===== src/ipr_pkg.sv =====
// Shared types and constants for the integer pixel replicate scaler.
package ipr_pkg;

  localparam int PIX_W   = 24;
  localparam int Q_DEPTH = 4;

  localparam logic [6:0] MAX_FACTOR = 7'd100;

  // Input operation codes
  localparam logic OP_PUSH = 1'b0;
  localparam logic OP_REQ  = 1'b1;

  // Result kinds
  localparam logic KIND_PIXEL = 1'b0;
  localparam logic KIND_PAD   = 1'b1;

  // Register indexes (byte address / 4)
  localparam logic [1:0] REG_SCALE  = 2'd0;
  localparam logic [1:0] REG_WIDTH  = 2'd1;
  localparam logic [1:0] REG_HEIGHT = 2'd2;

  // Description of one result, handed from front to back
  typedef struct packed {
    logic image_done;
    logic row_done;
    logic kind;
  } desc_t;

endpackage


===== src/ipr_back.sv =====
// Back end: joins read data with result descriptions and queues items for output.
module ipr_back (
  input  logic                      clk,
  input  logic                      rst_n,
  input  logic                      desc_vld,
  input  ipr_pkg::desc_t            desc,
  input  logic [ipr_pkg::PIX_W-1:0] rd_data,
  output logic                      space,
  output logic                      out_tvalid,
  input  logic                      out_tready,
  output logic [ipr_pkg::PIX_W-1:0] out_tdata,
  output logic [1:0]                out_tuser,
  output logic                      out_tlast
);

  localparam int PW = $clog2(ipr_pkg::Q_DEPTH);
  localparam int NW = $clog2(ipr_pkg::Q_DEPTH + 1);

  typedef struct packed {
    ipr_pkg::desc_t            desc;
    logic [ipr_pkg::PIX_W-1:0] pix;
  } q_item_t;

  logic           stg_vld_r;
  ipr_pkg::desc_t stg_desc_r;
  q_item_t        q_r [ipr_pkg::Q_DEPTH];
  logic [PW-1:0]  wr_ptr_r, rd_ptr_r;
  logic [NW-1:0]  cnt_r, cnt_nxt;
  logic [NW:0]    used;
  logic           push, pop;
  q_item_t        push_item;
  q_item_t        head;

  // Align the description with the registered RAM read
  always_ff @(posedge clk) begin
    if (!rst_n) begin
      stg_vld_r <= 1'b0;
    end else begin
      stg_vld_r <= desc_vld;
    end
  end

  always_ff @(posedge clk) begin
    stg_desc_r <= desc;
  end

  assign push           = stg_vld_r;
  assign push_item.desc = stg_desc_r;
  assign push_item.pix  = (stg_desc_r.kind == ipr_pkg::KIND_PAD) ? '0 : rd_data;

  assign head = q_r[rd_ptr_r];
  assign pop  = out_tvalid && out_tready;

  // Reserve room for the item in the alignment stage
  assign used  = {1'b0, cnt_r} + {{NW{1'b0}}, stg_vld_r};
  assign space = (used < (NW + 1)'(ipr_pkg::Q_DEPTH));

  always_comb begin
    cnt_nxt = cnt_r;
    case ({push, pop})
      2'b10:   cnt_nxt = cnt_r + 1'b1;
      2'b01:   cnt_nxt = cnt_r - 1'b1;
      default: cnt_nxt = cnt_r;
    endcase
  end

  // Queue pointers and fill count
  always_ff @(posedge clk) begin
    if (!rst_n) begin
      wr_ptr_r <= '0;
      rd_ptr_r <= '0;
      cnt_r    <= '0;
    end else begin
      if (push) begin
        wr_ptr_r <= wr_ptr_r + 1'b1;
      end
      if (pop) begin
        rd_ptr_r <= rd_ptr_r + 1'b1;
      end
      cnt_r <= cnt_nxt;
    end
  end

  // Queue storage
  always_ff @(posedge clk) begin
    if (push) begin
      q_r[wr_ptr_r] <= push_item;
    end
  end

  assign out_tvalid = (cnt_r != '0);
  assign out_tdata  = head.pix;
  assign out_tuser  = {head.desc.image_done, head.desc.kind};
  assign out_tlast  = head.desc.row_done;

  a_count_bound: assert property (@(posedge clk) disable iff (!rst_n)
    cnt_r <= NW'(ipr_pkg::Q_DEPTH))
    else $error("queue count out of range");

  a_no_overflow: assert property (@(posedge clk) disable iff (!rst_n)
    !(stg_vld_r && (cnt_r == NW'(ipr_pkg::Q_DEPTH)) && !pop))
    else $error("queue overflow");

  a_pad_is_zero: assert property (@(posedge clk) disable iff (!rst_n)
    out_tvalid && (out_tuser[0] == ipr_pkg::KIND_PAD) |-> (out_tdata == '0))
    else $error("padding item carries data");

endmodule

===== config.mk =====
export PLATFORM = sky130hd
export DESIGN_NAME = ipr_back
export DESIGN_NICKNAME = d
export VERILOG_FILES = /design/src/ipr_pkg.sv /design/src/ipr_back.sv
export SDC_FILE = /design/constraint.sdc
export NUM_CORES = 1
export LEC_CHECK = 0
export BUFFER_PORTS_ARGS = -buffer_cell sky130_fd_sc_hd__clkbuf_2
export CORE_MARGIN = 2
export CORE_UTILIZATION = 51
export DETAILED_ROUTE_END_ITERATION = 12
export PLACE_DENSITY = 0.82
export SLEW_MARGIN = 10
export SYNTH_ARGS = -nofsm -noshare
export SYNTH_HDL_FRONTEND = slang
export SYNTH_SLANG_ARGS = --single-unit

===== constraint.sdc =====
create_clock -name clk -period 1.91 [get_ports clk]
set_input_delay 0.191 -clock clk [delete_from_list [all_inputs] [get_ports clk]]
set_output_delay 0.191 -clock clk [all_outputs]
set_load 0.01 [all_outputs]

---- After elaboration in Yosys (flattened, before gate mapping) ----
Memories as Yosys holds them, arrays and structs flattened. A register that Yosys moved wholly into a read port is not among the register bits.
Index checks and enable logic that the tools add are counted.
Widths: inputs -> output; s select.
storage, ports and cells
  bits in writable memories ............... 108
  memories kept ........................... 1
  bits in registers ....................... 11
  output and inout port bits .............. 29
  input bits .............................. 31
  logic and storage cells ................. 25
cells by class
  equal/unequal tests ..................... 2
  add/subtract/negate cells ............... 5
  reductions and logical operators ........ 3
  muxes and demuxes ....................... 6
  magnitude comparators ................... 1
memories
  memory  depth  width  read ports  clocked after memory_dff  write ports  RTL line        source
  q_r     4      27     1           1                         1            ipr_back.sv:26  q_item_t q_r [ipr_pkg::Q_DEPTH];
operator list
  kind                 count
  $mux 24              1
  $pmux 3 s2           1
  $add 2x1->2 const B  2
  $add 3x1->4          1
  $lt 4x3->1 const B   1
  $mux 2               2
  $add 3x1->3 const B  1
  $reduce_bool 3->1    1
  $sub 3x1->3 const B  1
  $eq 2x1->1 const B   1
  $eq 2x2->1 const B   1
  $mux 1               2
  $reduce_bool 2->1    1
  $logic_and 1x1->1    1

---- Depth between registers and ports, before layout ----
Gate-level depths: netlist of the first run.
  word-level depth ........................ 4
  depth in mapped cells ................... 8
  depth with buffers taken out ............ 7

---- Worst setup path after synthesis of the first run ----
OpenSTA, ideal clock, no wires.
  path kind ............................... register to register
  start ................................... register cnt_r[0]
  end ..................................... register cnt_r[2]
  data required time ...................... 1.834 ns
  data arrival time ....................... 1.730 ns
  clock period less this slack ............ 1.805 ns
  buffers on the path ..................... 0
  setup time .............................. 0.076 ns
  slack ................................... 0.105 ns
  stages on the path, launching flop included .. 8
  path through ............................ dfxtp_1 o31a_1 ha_1 inv_1 fa_1 xor2_1 or3_1 a21boi_0
between the ends
  word-level cells in the longest chain between the ends .. 4
  elaborated cells on any way between the ends .. 8
  classes of those cells .................. add/sub (2); eq/ne (2); mux (1); reduce/logical (3)
ends and longest elaborated chain
  element                                                 RTL line        source
  start: declaration                                      ipr_back.sv:28  logic [NW-1:0] cnt_r, cnt_nxt;
  start signal: assignment                                ipr_back.sv:80  cnt_r <= cnt_nxt;
  $reduce_bool 3->1 *                                     ipr_back.sv:91  assign out_tvalid = (cnt_r != '0);
  $logic_and 1x1->1 *                                     ipr_back.sv:52  assign pop = out_tvalid && out_tready;
  named net pop                                           ipr_back.sv:30  logic push, pop;
  $eq 2x1->1 / $eq 2x2->1 (equally long branches)         ipr_back.sv:60  case ({push, pop})
  $pmux 3 s2 / $reduce_bool 2->1 (equally long branches)  n/a
The timed path passes the listed nets; every way through them passes the cells marked *.
A chain may end at the register's enable or synchronous reset.

==> results of run 1 <==
what timing repair did:
action | in CTS | in global routing
hold buffers | 6 | 0
setup endpoints to repair | 24 | 28
buffers inserted | 4 | 1
gates resized for setup | 13 | 10
hold endpoints to repair | 7 | 0
cloned | 3 | 0
pin swaps | 0 | 1
logic make-up (layout without fill, tap and decap cells):
logic type / count (synthesis) / after routing / synth area share [%]
simple gates: 39 / 39 / 5.19
buf+inv: 15 / 121 / 2.15
flops: 121 / 121 / 75.2
fa+ha+maj: 6 / 6 / 1.77
mux: 28 / 28 / 13.8
compound gates: 6 / 6 / 0.887
xor+xnor: 5 / 5 / 0.941
routing by layer:
metal	vias up	part of all wire [%]	routed length [um]
met1	1191	43	3670
met5	-	0	0
met4	0	0.86	74
met2	68	53	4580
met3	7	3.3	288
li1	1058	-	-
metrics by stage:
| step | util, % | power (mW) | setup TNS, ps |
|---|---|---|---|
| global placement | 58.6 | 4.42 | 0 |
| detailed placement | 58.6 | 4.45 | -37.0 |
| CTS | 66.3 | 7.56 | -2460 |
| floorplan | - | 4.06 | 0 |
| global route | 66.2 | 7.75 | -3030 |
| finish | 66.2 | 7.44 | -1070 |
path summary, 6_finish.rpt:
path              slack [ps]             to           from  cells past startpoint
hold reg to reg          470     q_r[3][25]  push_item[25]                      0
hold / removal            80     q_r[2][17]    rd_data[17]                      2
setup reg to reg          40       cnt_r[2]       cnt_r[2]                      7
setup / recovery        -100  out_tdata[14]           flop                      4
layout make-up:
cell class	instances	share of cell area, %
Clock buffer	21	7.36
Clock inverter	11	1.40
Inverter	6	0.386
Multi-Input combinational cell	84	17.7
Sequential cell	121	60.2
Tap cell	108	2.32
Timing Repair Buffer	83	10.6
power groups by stage:
stage | registers (mW) | clock network (mW) | logic, mW
floorplan | 3.10 | 0 | 0.964
global placement | 3.10 | 0 | 1.33
detailed placement | 3.11 | 0 | 1.35
CTS | 3.08 | 2.78 | 1.71
global route | 3.09 | 2.91 | 1.75
finish | 3.08 | 2.74 | 1.62
synthesized netlist by cell type, drive strengths merged:
master	count
a21boi	1
a31oi	1
and2	9
buf	6
clkbuf	3
dfxtp	13
edfxtp	108
fa	1
ha	5
inv	6
mux2i	1
mux4	27
nand2	1
nor2b	27
o21ai	2
o311ai	1
o31a	1
or3	2
xnor2	3
xor2	2
state kept, by name, indices dropped and copies added, names as in the netlist, named ones only:
signal and count:
cnt_r 3, push_item 3, rd_ptr_r 2, push 1, wr_ptr_r 2, q_r 108
==> results by stage, run 1 <==
Critical path:
- The signal arrival time at the worst endpoint is between 1500 and 2000 ps.
- The highest net fanout along the worst path is 6.
- The kind of critical path is reg -> out.
- Broken down by cell family, the worst path's largest delay share belongs to multiplexers.
- The worst setup path is captured at an output port.
- The slowest cell on the critical path is sky130_fd_sc_hd__mux4_2.
- The buffers plus inverters on the worst setup path is 3.
- STA classifies the critical path startpoint as a flop.
- The longest individual stage delay on the worst path is 500 ps.
- The required arrival time at the worst endpoint is ~1700 ps.
- The signal on the critical path passes through buf_12 -> buf_16 -> mux4_2 -> clkbuf_2.

Detailed routing:
- The number of vias after detailed routing is approximately 2,300.
- In the routed layout, each cell is associated on average with a via count of 5.35.
- Once detail routing completed, the nets flagged for antenna violations numbered 0.
- The first-iteration detailed-routing DRC count is roughly 160.
- The first TritonRoute pass finished after 6 iterations.
- The post-detailed-route wirelength per cell is approximately 20 um.
- For this run, design rule violations remaining after detail routing come to 0.
- Wires add up to 8610 um.

Cells and area:
- The top cell types in the final layout, fill and taps aside, are sky130_fd_sc_hd__edfxtp_1, sky130_fd_sc_hd__clkbuf_2, sky130_fd_sc_hd__mux4_2, sky130_fd_sc_hd__nor2b_1, sky130_fd_sc_hd__clkbuf_16.
- Summing all flip-flop and latch instances after layout gives ~0.0035 mm^2.
- The area overhead of the layout relative to synthesis is 25.2%.
- The count of antenna diodes in the layout is 0.
- Leaving out fill and tap cells, the most frequent cell in the layout is sky130_fd_sc_hd__edfxtp_1.
- The fill cell total of the finished layout is ~580.
- The net count reported at finish is between 300 and 400.
- The count of placed standard cells in the final layout, fillers left out is 434.
- The fraction of layout cells with a size suffix above 1 is about two fifths.
- The multi-input combinational cells in the finished layout cover a total of 0.00103 mm^2.
- The post-route standard cell area excluding fillers is ~0.0058 mm^2.

STA:
- The clock period minus final worst setup slack is ~2000 ps.
- At the pin with the least slew margin, the transition time is approximately 330 ps.
- The share of the clock period used by the worst path is 105%.
- In this run the tightest slew margin relative to its limit is roughly 78%.
- The number of pins exceeding their max-slew limit in the final report was 0.
- The setup skew after layout is between 7 and 8 ps.
- The worst setup slack after layout is -98.0 ps.
- The final-layout worst hold slack is slightly above 80 ps.
- The maximum frequency from static timing analysis is around 500 MHz.
- Setup repair after global routing could not meet its margin everywhere.
- The final count of negative-setup-slack endpoints is 22.
- The hold violation total from the final report is 0.

Power and ir drop:
- Per report_power, the combinational group accounts for 21.8% of the total.
- In this run switching power makes up 24.5% of total power.
- The portion of total power attributed to sequential cells is 41.4%.
- The leakage power figure is between 2 and 2.5 nW.
- Per report_power, the clock group accounts for 36.8% of the total.
- The power density over the cells is around 1300 mW/mm^2.
- The peak ir drop on the vdd network is approximately 0.69 mV.
- The power dissipated by switching net loads is roughly 1.8 mW.
- The internal power component is 5.61 mW.

Floorplanning:
- The die footprint is 0.00991 mm^2.
- The area of the core is around 0.009 mm^2.
- The standard-cell row count is 34.
- The vertical die dimension is 99.6 um.
- The initial core utilization is 52.9%.
- The chip width is 99.6 um.
- The number of top-level design ports is 60.

Placed design:
- The cell count after placement is about 390.
- Before CTS, the worst setup slack after placement is -37.0 ps.
- Summing all placed instances gives a cell area of between 0.005 and 0.006 mm^2.
- Input and output buffers added on the ports amount to 59.
- The congestion estimate from routability-driven global placement came to approximately 0.71.
- The sum of net half-perimeters after detailed placement is 4740 um.

Global route:
- The first global-routing pass estimated ~13,000 um of wire.
- The via count of the first global-routing pass is between 2,000 and 3,000.
- Global routing consumed, on the met1 layer, a little under a quarter of the routing resources.
- The global routing stage identified its most utilized layer as met2.
- The global routing usage on met2 is 31.5%.
- The number of antenna violations at the first check in global routing is 0.
- For met3 alone, demand over resource in global routing was 6.39%.
- The final global-route overflow total is 0.
- Entering global routing, the biggest net connects 29 pins.
- Across every metal layer, demand over resource in global routing totals 19.2%.

Synthesis:
- Counting flops and latches in the post-synthesis netlist gives ~120.
- Counting every net in the synthesized netlist gives roughly 260.
- The average footprint of a synthesized cell is ~21 um^2.
- The total number of yosys warnings is 0.
- The cell type with the highest aggregate area in the netlist is sky130_fd_sc_hd__edfxtp_1.
- By area the synthesized netlist is led by sky130_fd_sc_hd__edfxtp_1, sky130_fd_sc_hd__mux4_2, sky130_fd_sc_hd__dfxtp_1.
- The proportion of netlist area held by the largest area contributor is 69.6%.
- The sequential fraction of the synthesis area is 75.2%.
- The number of cells produced by synthesis is 220.
- In this run, distinct cell masters in the synthesized netlist total 23.
- The mapped netlist covers 0.00466 mm^2.

Flow run:
- The tool flagged a number of max-cap violations equal to 0.

CTS:
- The clock tree buffer depth is 2.
- The number of clock buffers added by TritonCTS is 17.
- After clock tree synthesis, the clock-pin slew on the worst setup and hold paths is 50 ps.
- The CTS tree is built.
- The depth of the CTS H-tree is 4.
- The cell sitting at the root of the clock tree is a sky130_fd_sc_hd__clkbuf_8.
- The clock sink count is 121.
- The insertion delay of the later-clocked pin in the worst-skew pair is 510 ps.

Run status:
- The flow ran to the end, but the final reports show violations.
- The checks that failed: negative setup slack.

Min path:
- The kind of path behind the tightest hold check is in -> reg.
Note: power is estimated with default switching activity, not from simulation.
==> run 2: changes to the inputs <==
Settings changed: PLACE_DENSITY 0.82 to 0.75.
==> results by stage, run 2 (same netlist as run 1, synthesis figures left out) <==
Critical path:
- The kind of critical path is reg -> out.
- STA classifies the critical path startpoint as a flop.
- STA classifies the critical path endpoint as an output port.
- In this run the critical register-to-register path is launched from cnt_r[2].
- The required arrival time at the worst endpoint is 1720 ps (about the same).
- The highest net fanout along the worst path came to 8 (+2).
- The register-to-register setup slack is 50 ps (about the same).
- The signal arrival time at the worst endpoint came to 1800 ps (-20 ps).
- The endpoint identified for the worst register-to-register timing path is cnt_r[2].
- The number of cells traversed by the worst register-to-register path was 7 (unchanged).

Run status:
- The flow ran to the end, but the final reports show violations.
- The final reports fail on negative setup slack.

Global route:
- The via count of the first global-routing pass was 2,518 (-0.40%).
- The largest net degree at the start of global routing is 29 (unchanged).
- The number of antenna violations at the first check in global routing is 0 (unchanged).
- The wire length of the first global-routing pass is 12,700 um (-6.1%).
- The overall fraction of global-route tracks in use is 18.0% (-1.2 points).
- The final global-route overflow total is 0 (unchanged).

Cells and area:
- The most common cell after layout, fill and taps aside is sky130_fd_sc_hd__edfxtp_1.
- The register name with the most flops is q_r.
- In the layout the commonest cells are sky130_fd_sc_hd__edfxtp_1, sky130_fd_sc_hd__clkbuf_2, sky130_fd_sc_hd__mux4_2, sky130_fd_sc_hd__nor2b_1, sky130_fd_sc_hd__clkbuf_16.
- The area overhead of the layout relative to synthesis is 26.5%.
- The fraction of layout cells with a size suffix above 1 is 41.5% (+0.74 points).
- The net count reported at finish was 349 (-0.29%).
- The flip-flop count of the largest register, all copies and words added is 108 (unchanged).
- The final core area utilization came to 66.9% (+0.68 points).
- The count of antenna diodes in the layout is 0 (unchanged).

CTS:
- The post-CTS clock slew at the launch and capture registers of the worst setup and hold paths is 50 ps (about the same).
- The number of buffers added by the clock tree synthesis step is 17 (unchanged).
- The buffer cell driving the clock tree root is sky130_fd_sc_hd__clkbuf_8.
- The clock sink count was 121 (unchanged).
- The insertion delay of the later-clocked pin in the worst-skew pair was 510 ps (about the same).
- The depth of the CTS H-tree is 4 (unchanged).
- The clock tree buffer depth is 2 (unchanged).
- TritonCTS built the clock tree.

Flow run:
- The max-capacitance violation count is 0 (unchanged).

STA:
- The clock period minus final worst setup slack is 1990 ps (-18.0 ps).
- The share of the clock period used by the worst path is 104% (-0.94 points).
- The worst-case headroom to the max-slew limit is 73.0% (-4.6 points).
- The maximum frequency from static timing analysis is 503 MHz (+0.91%).
- The number of pins exceeding their max-slew limit in the final report was 0 (unchanged).
- The final-layout worst hold slack is 73.5 ps (-8.74 ps).
- The hold violation total from the final report is 0 (unchanged).
- The setup skew after layout came to 5.54 ps (-1.53 ps).
- Setup repair after global routing could not meet its margin everywhere.
- The worst setup slack after layout is -80.0 ps (+18.0 ps).
- The final count of negative-setup-slack endpoints came to 27 (+23%).
- The slew of the pin with the lowest slew margin is 405 ps (+74.4 ps).

Detailed routing:
- The DRC violation count after routing is 0 (unchanged).
- The post-detailed-route wirelength per cell was 18.2 um (-8.1%).
- The first-iteration detailed-routing DRC count is 118 (-24%).
- The number of vias after detailed routing is 2,300 (-1.0%).
- The detailed-routing iteration count for the pre-antenna-repair pass is 5 (-1).
- The remaining antenna violation count after routing is 0 (unchanged).
- The via density per instance is 5.31 (-0.80%).
- The total routed wirelength is 7900 um (-8.3%).

Power and ir drop:
- The internal power component came to 6.00 mW (+6.8%).
- The share of power burned in combinational logic is 19.6% (-2.2 points).
- The peak ir drop on the vdd network is 0.759 mV (+10%).
- The switching part of the total power is 22.9% (-1.6 points).
- The portion of total power attributed to the clock network is 40.6% (+3.8 points).
- The power density over the cells is 1320 mW/mm^2 (+3.6%).
- The power dissipated by switching net loads was 1.79 mW (-2.1%).
- The total power consumption of the routed design was 7.78 mW (+4.7%).
- The leakage power figure was 2.10 nW (+1.7%).
- The portion of total power attributed to sequential cells is 39.8% (-1.6 points).

Placed design:
- The sum of net half-perimeters after detailed placement is 4470 um (-5.9%).
- The worst slack at placement is 0.695 ps (+37.7 ps).
- The final weighted congestion in routability-driven placement is 0.704 (-0.87%).
- The quantity of I/O buffers inserted on ports came to 59 (unchanged).

Floorplanning:
- The die footprint is 0.00991 mm^2 (unchanged).
- The chip width was 99.6 um (unchanged).
- The initial core utilization was 52.9% (unchanged).
- The number of top-level design ports came to 60 (unchanged).
- The standard-cell row count is 34 (unchanged).
- The area of the core is 0.00881 mm^2 (unchanged).
- The vertical die dimension is 99.6 um (unchanged).

Min path:
- In this run the most critical hold path is launched from rd_data[10].
- In this run the worst hold path is classified as in -> reg.
- The number of instances on the worst hold path is 2 (unchanged).
- The worst hold path endpoint is q_r[0][10].
run 2: per-layer routing:
| layer | GRT usage [%] | share of wire, % | routed length [um] |
|---|---|---|---|
| met5 | 0 | 0 | 0 |
| met4 | 6.43 | 0.99 | 78 |
| met3 | 7.87 | 6.5 | 515 |
| met2 | 30.1 | 52 | 4120 |
| met1 | 20.7 | 40 | 3190 |
run 2: area by class of cell:
cell class                 count  area (um^2)
clock buffer                  24          480
clock inverter                 8          118
fill                         599         2920
inverter                       6         22.5
multi-input combinational     84         1030
sequential                   121         3510
tap                          108          135
timing repair buffer          82          596
run 2: power groups by stage:
stage | clock (mW) | sequential [mW] | combinational [mW]
after floorplan | 0 | 3.10 | 0.964
after global placement | 0 | 3.14 | 1.31
after detailed placement | 0 | 3.15 | 1.33
after CTS | 3.21 | 3.10 | 1.49
after global routing | 3.35 | 3.11 | 1.67
final | 3.16 | 3.10 | 1.52
run 2: what timing repair did:
item | CTS | global route
gates resized for setup | 10 | 11
pin swaps | 0 | 0
endpoints found under the hold margin | 9 | 0
gates cloned | 1 | 0
setup endpoints to repair | 27 | 28
hold buffers | 6 | 0
buffers inserted | 3 | 1
run 2: worst max path at each step:
stage	slack, ps	cells past startpoint	endpoint
2_1_floorplan	100	7	cnt_r[2]
3_3_place_gp	100	7	cnt_r[2]
3_5_place_dp	0.7	7	cnt_r[2]
4_1_cts	-100	3	out_tdata[16]
5_1_grt	-160	3	out_tdata[22]
6_report	-80	3	out_tdata[11]
run 2: through the flow:
stage               setup TNS [ps]  std cells  cell area [um^2]
floorplan                        0        220              4660
global placement                 0        390              5160
finish                       -1150        433              5890
detailed placement               0        390              5160
global route                 -3440        433              5890
CTS                          -2010        432              5860
run 2: worst max-delay path, stage by stage, from the launching register on:
cell and delay, ps:
sky130_fd_sc_hd__dfxtp_4 450, sky130_fd_sc_hd__buf_4 170, sky130_fd_sc_hd__mux4_2 520, sky130_fd_sc_hd__clkbuf_2 150
