### config.mk
export PLATFORM = sky130hd
export DESIGN_NAME = ipr_front
export DESIGN_NICKNAME = d
export VERILOG_FILES = /design/src/ipr_pkg.sv /design/src/ipr_front.sv
export SDC_FILE = /design/constraint.sdc
export NUM_CORES = 1
export LEC_CHECK = 0
export BUFFER_PORTS_ARGS = -buffer_cell sky130_fd_sc_hd__buf_4
export CAP_MARGIN = 25
export CORE_MARGIN = 5
export CORE_UTILIZATION = 51
export CTS_CLUSTER_DIAMETER = 200
export CTS_CLUSTER_SIZE = 30
export DETAILED_ROUTE_END_ITERATION = 12
export PLACE_DENSITY = 0.79
export RECOVER_POWER = 50
export SYNTH_ARGS = -nofsm -noshare
export SYNTH_HDL_FRONTEND = slang
export SYNTH_SLANG_ARGS = --single-unit
### constraint.sdc
create_clock -name clk -period 3.5 [get_ports clk]
set_input_delay 0.7 -clock clk [delete_from_list [all_inputs] [get_ports clk]]
set_output_delay 0.7 -clock clk [all_outputs]
set_load 0.03 [all_outputs]
### src/ipr_pkg.sv
// Shared types and constants for the integer pixel replicate scaler.
package ipr_pkg;

  localparam int PIX_W   = 24;
  localparam int Q_DEPTH = 4;

  localparam logic [6:0] MAX_FACTOR = 7'd100;

  // Input operation codes
  localparam logic OP_PUSH = 1'b0;
  localparam logic OP_REQ  = 1'b1;

  // Result kinds
  localparam logic KIND_PIXEL = 1'b0;
  localparam logic KIND_PAD   = 1'b1;

  // Register indexes (byte address / 4)
  localparam logic [1:0] REG_SCALE  = 2'd0;
  localparam logic [1:0] REG_WIDTH  = 2'd1;
  localparam logic [1:0] REG_HEIGHT = 2'd2;

  // Description of one result, handed from front to back
  typedef struct packed {
    logic image_done;
    logic row_done;
    logic kind;
  } desc_t;

endpackage

### src/ipr_front.sv
// Front end: accepts items, fills the line store and sequences the replay.
module ipr_front #(
  parameter int  MAX_WIDTH = 1024,
  localparam int AW = (MAX_WIDTH > 1) ? $clog2(MAX_WIDTH) : 1,
  localparam int CW = $clog2(MAX_WIDTH + 1)
) (
  input  logic                     clk,
  input  logic                     rst_n,
  input  logic                     in_acc,
  input  logic                     in_op,
  input  logic [ipr_pkg::PIX_W-1:0] in_pix,
  input  logic [6:0]               eff_n,
  input  logic [CW-1:0]            eff_w,
  input  logic [10:0]              eff_h,
  input  logic [1:0]               pad_len,
  output logic                     ram_we,
  output logic [AW-1:0]            ram_waddr,
  output logic [ipr_pkg::PIX_W-1:0] ram_wdata,
  output logic                     ram_re,
  output logic [AW-1:0]            ram_raddr,
  output logic                     desc_vld,
  output ipr_pkg::desc_t           desc
);

  typedef enum logic [1:0] {
    MODE_FILL   = 2'b01,
    MODE_REPLAY = 2'b10
  } mode_t;

  mode_t       mode_r, mode_nxt;
  logic [CW-1:0] fill_r, fill_nxt;
  logic [CW-1:0] pix_idx_r, pix_idx_nxt;
  logic [6:0]  pix_rep_r, pix_rep_nxt;
  logic [6:0]  row_rep_r, row_rep_nxt;
  logic [1:0]  pad_r, pad_nxt;
  logic [10:0] src_row_r, src_row_nxt;

  logic [CW:0]  fill_inc;
  logic [CW:0]  pix_idx_inc;
  logic [7:0]   pix_rep_inc;
  logic [7:0]   row_rep_inc;
  logic [2:0]   pad_inc;
  logic [11:0]  src_row_inc;
  logic         row_end;
  logic         image_end;

  assign fill_inc    = {1'b0, fill_r} + 1'b1;
  assign pix_idx_inc = {1'b0, pix_idx_r} + 1'b1;
  assign pix_rep_inc = {1'b0, pix_rep_r} + 1'b1;
  assign row_rep_inc = {1'b0, row_rep_r} + 1'b1;
  assign pad_inc     = {1'b0, pad_r} + 1'b1;
  assign src_row_inc = {1'b0, src_row_r} + 1'b1;

  assign ram_wdata = in_pix;
  assign ram_waddr = fill_r[AW-1:0];
  assign ram_raddr = pix_idx_r[AW-1:0];

  // Classify the accepted item and advance the counters
  always_comb begin
    mode_nxt    = mode_r;
    fill_nxt    = fill_r;
    pix_idx_nxt = pix_idx_r;
    pix_rep_nxt = pix_rep_r;
    row_rep_nxt = row_rep_r;
    pad_nxt     = pad_r;
    src_row_nxt = src_row_r;
    ram_we      = 1'b0;
    ram_re      = 1'b0;
    desc_vld    = 1'b0;
    desc        = '0;
    row_end     = 1'b0;
    image_end   = 1'b0;
    if (in_acc) begin
      unique case (mode_r)
        MODE_FILL: begin
          if (in_op == ipr_pkg::OP_PUSH) begin
            ram_we = (fill_r < CW'(MAX_WIDTH));
            if (fill_inc >= {1'b0, eff_w}) begin
              mode_nxt    = MODE_REPLAY;
              fill_nxt    = '0;
              row_rep_nxt = '0;
              pix_idx_nxt = '0;
              pix_rep_nxt = '0;
              pad_nxt     = '0;
            end else begin
              fill_nxt = fill_inc[CW-1:0];
            end
          end
        end
        MODE_REPLAY: begin
          if (in_op == ipr_pkg::OP_REQ) begin
            desc_vld = 1'b1;
            if (pix_idx_r < eff_w) begin
              // Pixel phase: read the stored pixel, step the repeat counters
              ram_re    = 1'b1;
              desc.kind = ipr_pkg::KIND_PIXEL;
              if (pix_rep_inc >= {1'b0, eff_n}) begin
                pix_rep_nxt = '0;
                pix_idx_nxt = pix_idx_inc[CW-1:0];
                row_end     = (pix_idx_inc >= {1'b0, eff_w}) && (pad_len == 2'd0);
              end else begin
                pix_rep_nxt = pix_rep_inc[6:0];
              end
            end else begin
              // Padding phase
              desc.kind = ipr_pkg::KIND_PAD;
              pad_nxt   = pad_inc[1:0];
              row_end   = (pad_inc >= {1'b0, pad_len});
            end
            if (row_end) begin
              pix_idx_nxt = '0;
              pix_rep_nxt = '0;
              pad_nxt     = '0;
              if (row_rep_inc >= {1'b0, eff_n}) begin
                row_rep_nxt = '0;
                mode_nxt    = MODE_FILL;
                fill_nxt    = '0;
                if (src_row_inc >= {1'b0, eff_h}) begin
                  src_row_nxt = '0;
                  image_end   = 1'b1;
                end else begin
                  src_row_nxt = src_row_inc[10:0];
                end
              end else begin
                row_rep_nxt = row_rep_inc[6:0];
              end
            end
            desc.row_done   = row_end;
            desc.image_done = image_end;
          end
        end
        default: begin
          mode_nxt = MODE_FILL;
        end
      endcase
    end
  end

  // Control registers
  always_ff @(posedge clk) begin
    if (!rst_n) begin
      mode_r    <= MODE_FILL;
      fill_r    <= '0;
      pix_idx_r <= '0;
      pix_rep_r <= '0;
      row_rep_r <= '0;
      pad_r     <= '0;
      src_row_r <= '0;
    end else begin
      mode_r    <= mode_nxt;
      fill_r    <= fill_nxt;
      pix_idx_r <= pix_idx_nxt;
      pix_rep_r <= pix_rep_nxt;
      row_rep_r <= row_rep_nxt;
      pad_r     <= pad_nxt;
      src_row_r <= src_row_nxt;
    end
  end

  // An image end always closes a row
  a_image_closes_row: assert property (@(posedge clk) disable iff (!rst_n)
    desc_vld && desc.image_done |-> desc.row_done)
    else $error("image end without row end");

  // Requests while filling give nothing
  a_no_result_filling: assert property (@(posedge clk) disable iff (!rst_n)
    in_acc && (mode_r == MODE_FILL) |-> !desc_vld)
    else $error("result issued while filling");

  // Results come only from accepted requests
  a_result_from_request: assert property (@(posedge clk) disable iff (!rst_n)
    desc_vld |-> in_acc && (in_op == ipr_pkg::OP_REQ))
    else $error("result without request");

endmodule

[Yosys cells after proc, flatten, opt, wreduce, memory -nomap -nowiden]
Cells that the tools add are included.
Storage, ports and cells
  bits in registers: 51
  input bits: 59
Cells by class
  equality and inequality tests: 10
  magnitude comparators: 8
  muxes and demuxes: 59
  reductions and logical operators: 10
  $add $sub $neg: 6
Operator list (count)
  $mux W11: 12
  $mux W7: 9
  $pmux W11 S2: 2
  $add A11 B1 Y12 const B: 3
  $ge A12 B11 Y1: 3
  $reduce_and A6 Y1: 5
  $pmux W7 S2: 2
  $mux W2: 10
  $mux W1: 19
  $add A7 B1 Y8 const B: 2
  $ge A8 B7 Y1: 2
  $lt A11 B11 Y1: 1
  $lt A11 B11 Y1 const B: 1
  $ne A2 B2 Y1 const B: 5
  $mux W3: 3
  $ne A3 B3 Y1 const B: 3
  $pmux W2 S2: 2
  $reduce_and A7 Y1: 1
  $reduce_and A5 Y1: 1
  $add A2 B1 Y3 const B: 1
  $ge A3 B2 Y1: 1
  $eq A2 B1 Y1 const B: 1
  $eq A2 B2 Y1 const B: 1
  $logic_not A2 Y1: 1
  other kinds (2): 2

[Depth between registers and ports, before layout]
Gate-level depths: netlist of the first run.
  depth in word-level cells: 12
  depth in mapped cells: 15
  gate-level depth less buffers: 14

[Worst setup path after synthesis of the first run]
Ideal clock, no wire load.
  path type: reg2out
  start: register pix_idx_r[0]
  end: output port desc[2] (netlist bit)
  required time: 2.800 ns
  setup slack: -0.586 ns
  data arrival time: 3.386 ns
  cell stages (with the launch flop): 13
  buffers on the path: 0
  cells stage by stage: dfxtp_1 > ha_1 > nand3_1 > nor2_1 > nand3_1 > nor3_1 > xor2_1 > ha_1 > nor2b_1 > o31a_1 > a31oi_1 > o31a_1 > nor4_1
RTL lines
  start, declared: line ipr_front.sv:32  | logic [CW-1:0] pix_idx_r, pix_idx_nxt;
  start signal, assigned: line ipr_front.sv:152  | pix_idx_r <= pix_idx_nxt;
  end, declared: line ipr_front.sv:22  | output ipr_pkg::desc_t desc

==> results of run 1 <==
## registers in the layout, summed over array words and instances (netlist names)
| signal | count |
|---|---|
| row_rep_r | 7 |
| fill_r | 11 |
| pix_rep_r | 7 |
| src_row_r | 11 |
| pix_idx_r | 11 |
| mode_r | 2 |
| pad_r | 2 |
## report_power, final
part           switching [mW]  internal [mW]
sequential            0.00202          0.578
combinational          0.0772         0.0659
clock                   0.213          0.286
total                   0.293          0.930
## cells by family after synthesis
kind of cell	Yosys count	synth area share [%]
adder cells (fa/ha/maj)	68	17.5
flip-flops	51	20.8
multiplexers	9	1.83
XOR/XNOR	26	4.63
AND/OR/NAND/NOR	215	22.1
AO/OA/AOI/OAI	143	21.2
buffers and inverters	110	12.0
## layout by cell type (no fill, tap or decap), drive strengths merged, types with 3 or more instances in the layout
| master | count |
|---|---|
| and3 | 8 |
| clkbuf | 6 |
| o31a | 3 |
| o211ai | 5 |
| nor4 | 3 |
| dfxtp | 51 |
| o221ai | 3 |
| nand4b | 4 |
| o21ai | 23 |
| xnor2 | 12 |
| o22ai | 7 |
| a211oi | 9 |
| inv | 51 |
| nand4 | 16 |
| nor2b | 4 |
| a21o | 15 |
| a31oi | 6 |
| a32o | 7 |
| nor2 | 33 |
| o311ai | 3 |
| nand3 | 28 |
| nor4b | 3 |
| a21oi | 28 |
| o21a | 4 |
| a211o | 5 |
| nand2b | 7 |
| or4 | 5 |
| buf | 108 |
| nand2 | 70 |
| o31ai | 7 |
| mux2i | 9 |
| ha | 67 |
| or2 | 5 |
| and2 | 3 |
| nor3 | 18 |
| xor2 | 14 |
| or3 | 3 |
## worst max-delay path by stage
stage / startpoint / to / cells past startpoint
2_1_floorplan: pix_idx_r[0] / desc[1] / 12
3_3_place_gp: pix_idx_r[0] / desc[2] / 13
3_5_place_dp: pix_idx_r[1] / desc[2] / 13
4_1_cts: pix_idx_r[0] / desc[2] / 13
5_1_grt: eff_w[4] / desc[2] / 10
6_report: pix_idx_r[2] / desc[2] / 13
## layer usage
metal	track usage [%]	vias up
met4	4.60	0
met1	27.7	2189
met5	0	-
met2	36.6	168
li1	-	2342
met3	2.51	26
## cell type report
cell class	count	area, um^2	area share (%)
clock buffer	6	72.6	1.23
clock inverter	2	60.1	1.02
inverter	51	191	3.25
multi-input combinational	461	3520	59.9
sequential	51	1050	17.8
tap	129	161	2.74
timing repair buffer	108	826	14.0
## worst min-delay path: stages (launching register included)
cell,delay (ns)
dfxtp_1,0.33
nand2_1,0.06
a21oi_1,0.05
## what timing repair did
item,4_1_cts,5_1_grt
buffers inserted,4,7
pin swaps,6,22
resized for setup,16,45
endpoints found under the setup margin,2,28
## per-stage QoR
stage / TNS, ns / utilization, % / instance area, um^2 / hold WS (ns)
2_1_floorplan: 0 / - / 4940 / 0.442
6_report: -0.315 / 63.1 / 5880 / 0.480
4_1_cts: -0.396 / 60.6 / 5650 / 0.481
5_1_grt: -0.742 / 63.1 / 5880 / 0.512
3_5_place_dp: -0.0144 / 58.2 / 5430 / 0.467
3_3_place_gp: 0 / 58.2 / 5430 / 0.452
==> qor.yml, run 1 <==
hold_viol: 0
routed_wl_mm: 12.9
slowest_stage: "dfxtp_4"
synthFlopType: "dfxtp_1"
worst_path_largest_cell_delay_ns: 0.39
synth_most_common_cell: "nand2_1"
setup_viol: 2
hold_buffers: 0
powerDensity_nw_per_um2: 208
globalRouteTotalUtil_pct: 21.0
vias_per_cell: 5.85
dp.cells: 789
first_iter_violations: 252
ir_worst_vdd_mv: 0.184
synth.distinct_cells: 63
path_clk_slew_ns: 0.10
fin_ws_ns: -0.166
ys_seq_area_share_pct: 20.8
path_buf_inv: 2
max_slew.worst_pin.slew_ns: 0.680
min_period_ns: 3.67
hp-class: "reg2reg"
synth_top_cell_by_area: "dfxtp_1"
postSynth.asyncResetShare_pct: 0
start_kind: "register"
worst_path_most_repeated_cell: "o31a_1"
place_hpwl_mm: 9.83
firstDrtPassIters: 7
max_freq_mhz: 273
min_from: "pix_rep_r[1]"
io_buffers: 60
route.detailed.drc: 0
via_count: 4725
rsz0062_at_grt: "true"
synthTopCellsByCount: "70 x nand2_1, 67 x ha_1, 51 x dfxtp_1, 51 x inv_1, 45 x buf_4"
syn_inst: 622
violations: "negative setup slack"
finalPower_mw: 1.22
cts_max_level: 2
synthTopCellsByArea: "dfxtp_1 21%, ha_1 17%, buf_4 6.9%, nand2_1 5.3%, inv_1 3.9%"
fin_skew_ns: 0.00925
grt_max_degree: 22
cts_buffer_depth: 2
yosysWarnings: 0
synth_area_per_cell_um2: 7.90
hold_depth: 2
cts_buffers: 5
ant_nets: 0
core_um2: 9330
maxSlewHeadroom_pct: 54.6
synth_edf_count: 0
grt_pass1_vias: 4418
overflow: 0
end_kind: "output port"
synth_top_area_share_pct: 20.8
r2r-start: "pix_idx_r[1]"
crit_fanout: 6
reg2reg_depth: 13
drv_cap: 0
wl_met1_mm: 5.31
clock-sinks: 51
synthToLayoutAreaGrowth_pct: 19.6
syn-num-nets: 749
fillerInstances: 845
path_cells: "buf_4, nand3_4, nor2_4, nand3_2, nor3_2, xor2_1, ha_1, nor2b_1, o31a_1, a31oi_2, o31a_1, nor4_4, buf_6"
routed.top_layer: "met4"
stdcell_count: 808
crit_type: "reg2out"
die_x_um: 108
ys_ff_latch: 51
worstPathArrival_ns: 2.97
final_nets: 805
rows: 35
cts_tree: "done"
routedWlPerCell_um: 15.9
dr_wl_met2_mm: 6.49
fp.dieH_um: 108
drive_above_1_share_pct: 26.1
slew_violations: 0
outcome: "complete, but fails checks"
met3_length_um: 867
path_delay_family: "compound AO/OA/AOI/OAI gates"
initial_core_util_pct: 52.7
place_congestion: 0.871
r2r_setup_slack_ns: 0.18
reg2reg_to: "pix_idx_r[7]"
die-area_um2: 11700
grt_pass1_wl_mm: 20.4
holdPathEnd: "pix_rep_r[1]"
antennaDiodeCount: 0
antenna_found_initial: 0
fin_crit_sh_pct: 105
p_leak_nw: 2.79
syn_area_um2: 4920
post-place-ws_ns: -0.0137
cp.required_ns: 2.80
cts_root_buffer: "clkbuf_8"
clock_latency_ns: 0.31
num_io_pins: 109
Note: power is estimated with default switching activity, not from simulation.
==> run 2: changes to the inputs <==
- CORE_MARGIN: 5 -> 4
==> qor.yml, run 2 (same netlist as run 1, synthesis figures left out) <==
grt_max_degree: 22  # unchanged
routed_wl_mm: 12.7  # -1.6%
first_iter_violations: 344  # +37%
path_buf_inv: 3  # +1
cts_max_level: 2  # unchanged
antenna_found_initial: 0  # unchanged
worst_path_largest_cell_delay_ns: 0.40  # about the same
seqPwrFrac_pct: 51.3  # +3.8 points
ant_nets: 0  # unchanged
drv_cap: 0  # unchanged
powerDensity_nw_per_um2: 193  # -7.3%
cts_buffer_depth: 2  # unchanged
p_sw_mw: 0.275  # -6.1%
rows: 35  # unchanged
violations: "negative setup slack"
io_buffers: 60  # unchanged
pwr-share-comb_pct: 12.8  # +1.1 points
start_kind: "register"
fin_ws_ns: -0.204  # -0.0376 ns
antennaDiodeCount: 0  # unchanged
mostFrequentLayoutCells: "104 x buf_4, 67 x nand2_1, 62 x ha_1"
place_congestion: 0.910  # +4.5%
synthToLayoutAreaGrowth_pct: 19.1
cts_tree: "done"
vias_per_cell: 5.84  # -0.17%
globalRouteTotalUtil_pct: 21.9  # +0.90 points
rsz0062_at_grt: "true"
p_leak_nw: 2.76  # -1.1%
power.switching_fraction_pct: 24.3  # +0.43 points
routedWlPerCell_um: 15.7  # -1.6%
final_core_util_pct: 62.8  # -0.28 points
outcome: "complete, but fails checks"
num_io_pins: 109  # unchanged
overflow: 0  # unchanged
p_int_mw: 0.854  # -8.2%
p_clk_share_pct: 35.9  # -4.9 points
hp-class: "reg2reg"
maxSlewHeadroom_pct: 57.4  # +2.8 points
final_common_cell: "buf_4"
max_freq_mhz: 270  # -1.0%
core_um2: 9330  # unchanged
worstPathArrival_ns: 3.00  # +0.03 ns
die-area_um2: 11300  # -3.7%
fp.dieH_um: 106  # -1.8%
clock_latency_ns: 0.30  # about the same
crit_type: "reg2out"
drive_above_1_share_pct: 25.6  # -0.44 points
route.detailed.drc: 0  # unchanged
final_nets: 806  # +0.12%
grt_pass1_vias: 4634  # +4.9%
slowest_stage: "dfxtp_4"
die_x_um: 106  # -1.8%
clock-sinks: 51  # unchanged
ir_worst_vdd_mv: 0.192  # +4.5%
setup_viol: 2  # unchanged
firstDrtPassIters: 5  # -2
hold_buffers: 0  # unchanged
place_hpwl_mm: 9.79  # -0.34%
fin_crit_sh_pct: 106  # +1.1 points
cts_buffers: 5  # unchanged
path_delay_family: "simple AND/OR/NAND/NOR gates"
via_count: 4717  # -0.17%
reg_top3: "fill_r x11, pix_idx_r x11, src_row_r x11"
cts_root_buffer: "clkbuf_8"
initial_core_util_pct: 52.7  # unchanged
end_kind: "output port"
slew_violations: 0  # unchanged
hold_viol: 0  # unchanged
finalPower_mw: 1.13  # -7.7%
path_cells: "nand4_1, buf_6, nor3_4, inv_2, nand2_2, nand2_2, ha_4, and2_4, o2111ai_2, o21ai_2, a31oi_2, o31a_1, nor4_4, buf_6"
max_slew.worst_pin.slew_ns: 0.638  # -0.0418 ns
cp.required_ns: 2.80  # about the same
crit_fanout: 6  # unchanged
fin_skew_ns: 0.0113  # +0.00205 ns
grt_pass1_wl_mm: 20.9  # +2.8%
path_clk_slew_ns: 0.10  # about the same
min_period_ns: 3.70  # +0.0376 ns
run 2: power groups by stage:
stage,clock (mW),sequential [mW],combinational [mW]
2_1_floorplan,0,0.596,0.127
3_3_place_gp,0,0.597,0.130
3_5_place_dp,0,0.597,0.136
4_1_cts,0.410,0.583,0.139
5_1_grt,0.433,0.579,0.162
6_report,0.405,0.579,0.144
run 2: repair_timing:
| item | 4_1_cts | 5_1_grt |
|---|---|---|
| buffers inserted | 8 | 4 |
| gates resized for setup | 23 | 38 |
| endpoints found under the setup margin | 7 | 21 |
| pin swaps | 11 | 22 |
run 2: tightest hold or removal path, delay by kind of cell (launching register included):
family	cells	cell delay [ns]
AOI/OAI and AO/OA	1	0.05
DFF	1	0.33
and+or+nand+nor	1	0.06
run 2: metrics by stage:
step | instances | hold slack [ns] | setup TNS, ns | setup slack [ns] | cell area (um^2)
after floorplan | 622 | 0.442 | 0 | 0.0297 | 4940
after global placement | 789 | 0.452 | 0 | 0.0802 | 5430
after detailed placement | 789 | 0.472 | -0.352 | -0.0970 | 5430
after CTS | 804 | 0.485 | -0.399 | -0.211 | 5690
after global routing | 808 | 0.510 | -0.687 | -0.307 | 5860
final | 808 | 0.484 | -0.383 | -0.204 | 5860
run 2: worst paths after layout:
path	from	end	slack (ns)	cells past startpoint
max	pix_idx_r[2]	desc[2]	-0.20	14
min	pix_rep_r[1]	pix_rep_r[1]	0.48	2
max reg2reg	pix_idx_r[1]	pad_r[0]	0.13	13
min reg2reg	pix_rep_r[1]	pix_rep_r[1]	0.48	2
run 2: layout make-up:
class,count,area (um^2)
Clock inverter,1,30.0
Fill cell,801,3470
Sequential cell,51,1050
Tap cell,129,161
Inverter,51,191
Timing Repair Buffer,109,837
Clock buffer,6,72.6
Multi-Input combinational cell,461,3510
run 2: metal layers:
layer | part of all wire [%] | vias up | GRT usage [%] | wire length, um
met2 | 50 | 164 | 39.4 | 6380
met1 | 42 | 2195 | 27.2 | 5340
met5 | 0 | - | 0 | 0
li1 | - | 2328 | - | -
met3 | 5.3 | 30 | 3.04 | 672
met4 | 2.1 | 0 | 5.74 | 261
==> run 3: changes to the inputs <==
- ABC_AREA: unset -> 1
- PLACE_DENSITY: 0.79 -> 0.78
==> qor.yml, run 3 <==
r2r_setup_slack_ns: 0.56  # +0.43 ns
first_iter_violations: 176  # -49%
postSynth.asyncResetShare_pct: 0  # unchanged
pwr-share-comb_pct: 39.9  # +27 points
syn_inst: 771  # +24%
ir_worst_vdd_mv: 0.194  # +0.77%
crit_fanout: 4  # -2
fillerInstances: 975  # +22%
final_common_cell: "nand2_1"
cts_buffer_depth: 2  # unchanged
grt_pass1_vias: 4043  # -13%
dp.cells: 915  # +16%
hp-class: "reg2reg"
ys_seq_area_share_pct: 20.2  # -0.54 points
fin_skew_ns: 0.0137  # +0.00240 ns
fin_hold_ws_ns: 0.489  # +0.00448 ns
synth.distinct_cells: 39  # -38%
fin_setup_tns_ns: 0  # +0.383 ns
start_kind: "register"
synth_top_area_share_pct: 20.2  # -0.54 points
rows: 36  # +2.9%
synthTopCellsByCount: "178 x nand2_1, 123 x inv_1, 99 x nor2_1"
grt_max_degree: 35  # +59%
firstDrtPassIters: 6  # +1
end_kind: "output port"
drv_cap: 0  # unchanged
seqPwrFrac_pct: 38.7  # -13 points
p_sw_mw: 0.738  # +170%
powerDensity_nw_per_um2: 319  # +65%
routed_wl_mm: 10.6  # -16%
route.detailed.drc: 0  # unchanged
reg2reg_to: "fill_r[1]"
p_leak_nw: 3.07  # +11%
reg2reg_depth: 20  # +7
fp.dieH_um: 107  # +1.2%
fin_crit_sh_pct: 97.8  # -8.0 points
synthFlopType: "dfxtp_1"
max_freq_mhz: 292  # +8.2%
ant_nets: 0  # unchanged
num_io_pins: 109  # unchanged
die-area_um2: 11600  # +2.5%
reg_top3: "fill_r x11, pix_idx_r x11, src_row_r x11"
cp-endpoint: "desc[2]"
overflow: 0  # unchanged
synth_area_per_cell_um2: 6.55  # -17%
crit_type: "reg2out"
vias_per_cell: 4.78  # -18%
io_buffers: 60  # unchanged
yosysWarnings: 0  # unchanged
initial_core_util_pct: 52.1  # -0.58 points
startpoint: "pix_idx_r[1]"
worstPathArrival_ns: 2.72  # -0.28 ns
place_congestion: 0.815  # -11%
setup_viol: 0  # -2
grt_pass1_wl_mm: 17.9  # -15%
antenna_found_initial: 0  # unchanged
syn-num-nets: 898  # +20%
routedWlPerCell_um: 11.4  # -27%
outcome: "finished, final reports clean"
clock_latency_ns: 0.33  # +0.03 ns
cts_root_buffer: "clkbuf_8"
post-place-ws_ns: 0.215  # +0.312 ns
hold_viol: 0  # unchanged
via_count: 4459  # -5.5%
rsz0062_at_grt: "true"
slew_violations: 0  # unchanged
power.switching_fraction_pct: 41.1  # +17 points
place_hpwl_mm: 8.23  # -16%
clock-sinks: 51  # unchanged
core_um2: 9680  # +3.8%
synthTopCellsByArea: "dfxtp_1 20%, ha_1 17%, nand2_1 13%, inv_1 9.1%, nor2_1 7.4%"
mostFrequentLayoutCells: "174 x nand2_1, 122 x inv_1, 95 x nor2_1"
cts_max_level: 2  # unchanged
max_slew.worst_pin.slew_ns: 0.520  # -0.118 ns
path_clk_slew_ns: 0.10  # about the same
cts_buffers: 5  # unchanged
synth_most_common_cell: "nand2_1"
fin_ws_ns: 0.0762  # +0.280 ns
p_int_mw: 1.06  # +24%
globalRouteTotalUtil_pct: 18.6  # -3.3 points
maxSlewHeadroom_pct: 65.1  # +7.7 points
die_x_um: 107  # +1.2%
syn_area_um2: 5050  # +2.7%
cts_tree: "done"
synthToLayoutAreaGrowth_pct: 11.6
min_period_ns: 3.42  # -0.280 ns
cp.required_ns: 2.80  # about the same
stdcell_count: 933  # +15%
antennaDiodeCount: 0  # unchanged
synth_edf_count: 0  # unchanged
final_nets: 926  # +15%
r2r-start: "pix_idx_r[1]"
drive_above_1_share_pct: 18.1  # -7.5 points
synth_top_cell_by_area: "dfxtp_1"
p_clk_share_pct: 21.5  # -14 points
ys_ff_latch: 51  # unchanged
==> run 3: cell count changes in the layout (fill, tap and decap cells not counted), moves of 13 or more <==
| cell | before | now |
|---|---|---|
| nand2_1 | 67 | 174 |
| buf_4 | 104 | 71 |
| a21o_1 | 15 | 2 |
| nor2_1 | 29 | 95 |
| inv_1 | 50 | 122 |
| a21oi_1 | 27 | 53 |
==> run 3: area by class of cell <==
type | instances | area [um^2] | share of cell area, %
Clock inverter | 3 | 26.3 | 0.467
Multi-Input combinational cell | 533 | 3280 | 58.2
Tap cell | 133 | 166 | 2.95
Timing Repair Buffer | 78 | 567 | 10.1
Clock buffer | 5 | 68.8 | 1.22
Sequential cell | 51 | 1040 | 18.4
Inverter | 130 | 488 | 8.66
==> run 3: through the flow <==
| step | util [%] | area [um^2] | total power, mW |
|---|---|---|---|
| final | 58.2 | 5630 | 1.79 |
| after global routing | 58.2 | 5630 | 1.95 |
| after CTS | 56.4 | 5460 | 1.80 |
| after detailed placement | 54.8 | 5310 | 1.40 |
| after global placement | 54.8 | 5310 | 1.39 |
| after floorplan | - | 5050 | 1.31 |
==> run 3: worst min path at each step <==
stage | from | end | cells after the start
finish | mode_r[1] | mode_r[1] | 2
global route | mode_r[1] | mode_r[1] | 2
CTS | pix_rep_r[1] | pix_rep_r[1] | 2
detailed placement | mode_r[1] | mode_r[1] | 2
global placement | mode_r[1] | mode_r[1] | 2
floorplan | mode_r[1] | mode_r[1] | 2
==> run 3: power by group through the flow <==
stage	clock [mW]	sequential, mW	combinational [mW]
4_1_cts	0.400	0.690	0.708
6_report	0.386	0.694	0.715
3_3_place_gp	0	0.701	0.686
3_5_place_dp	0	0.702	0.699
2_1_floorplan	0	0.695	0.611
5_1_grt	0.423	0.704	0.822
==> run 3: kinds of logic after synthesis <==
logic type                 count (synthesis)  synth area share (%)
buffers and inverters                    187                  18.0
adders and majority gates                 68                  17.0
DFF                                       51                  20.2
xor gates and xnor gates                  29                  5.03
and+or+nand+nor                          352                  30.9
AOI/OAI and AO/OA                         84                  8.85
==> run 3: timing repair <==
item,CTS,global route
endpoints found under the setup margin,2,2
hold buffers,0,0
hold endpoints to repair,0,0
gates resized for setup,12,32
pin swaps,5,19
cloned,0,0
setup buffers,2,9
==> run 3: critical path, stage by stage (launching register included) <==
cell and delay, ns:
dfxtp_2 0.38, buf_4 0.14, nand2_2 0.06, nor2_4 0.16
nand2_2 0.09, nor2_2 0.13, xor2_1 0.10, ha_1 0.33
nand2_1 0.09, nor2_4 0.10, nand2_1 0.05, nor2_1 0.09
nand2_1 0.07, nand2_2 0.07, nand2_4 0.07, nand2_4 0.06
nand3_4 0.08, a31oi_4 0.17, buf_6 0.15
==> run 3: metal layers <==
layer | wire, um | track usage, % | vias up
met5 | 0 | 0 | -
met4 | 181 | 4.78 | 0
met3 | 463 | 3.24 | 19
met2 | 4790 | 30.2 | 84
met1 | 5170 | 25.4 | 1926
li1 | - | - | 2430
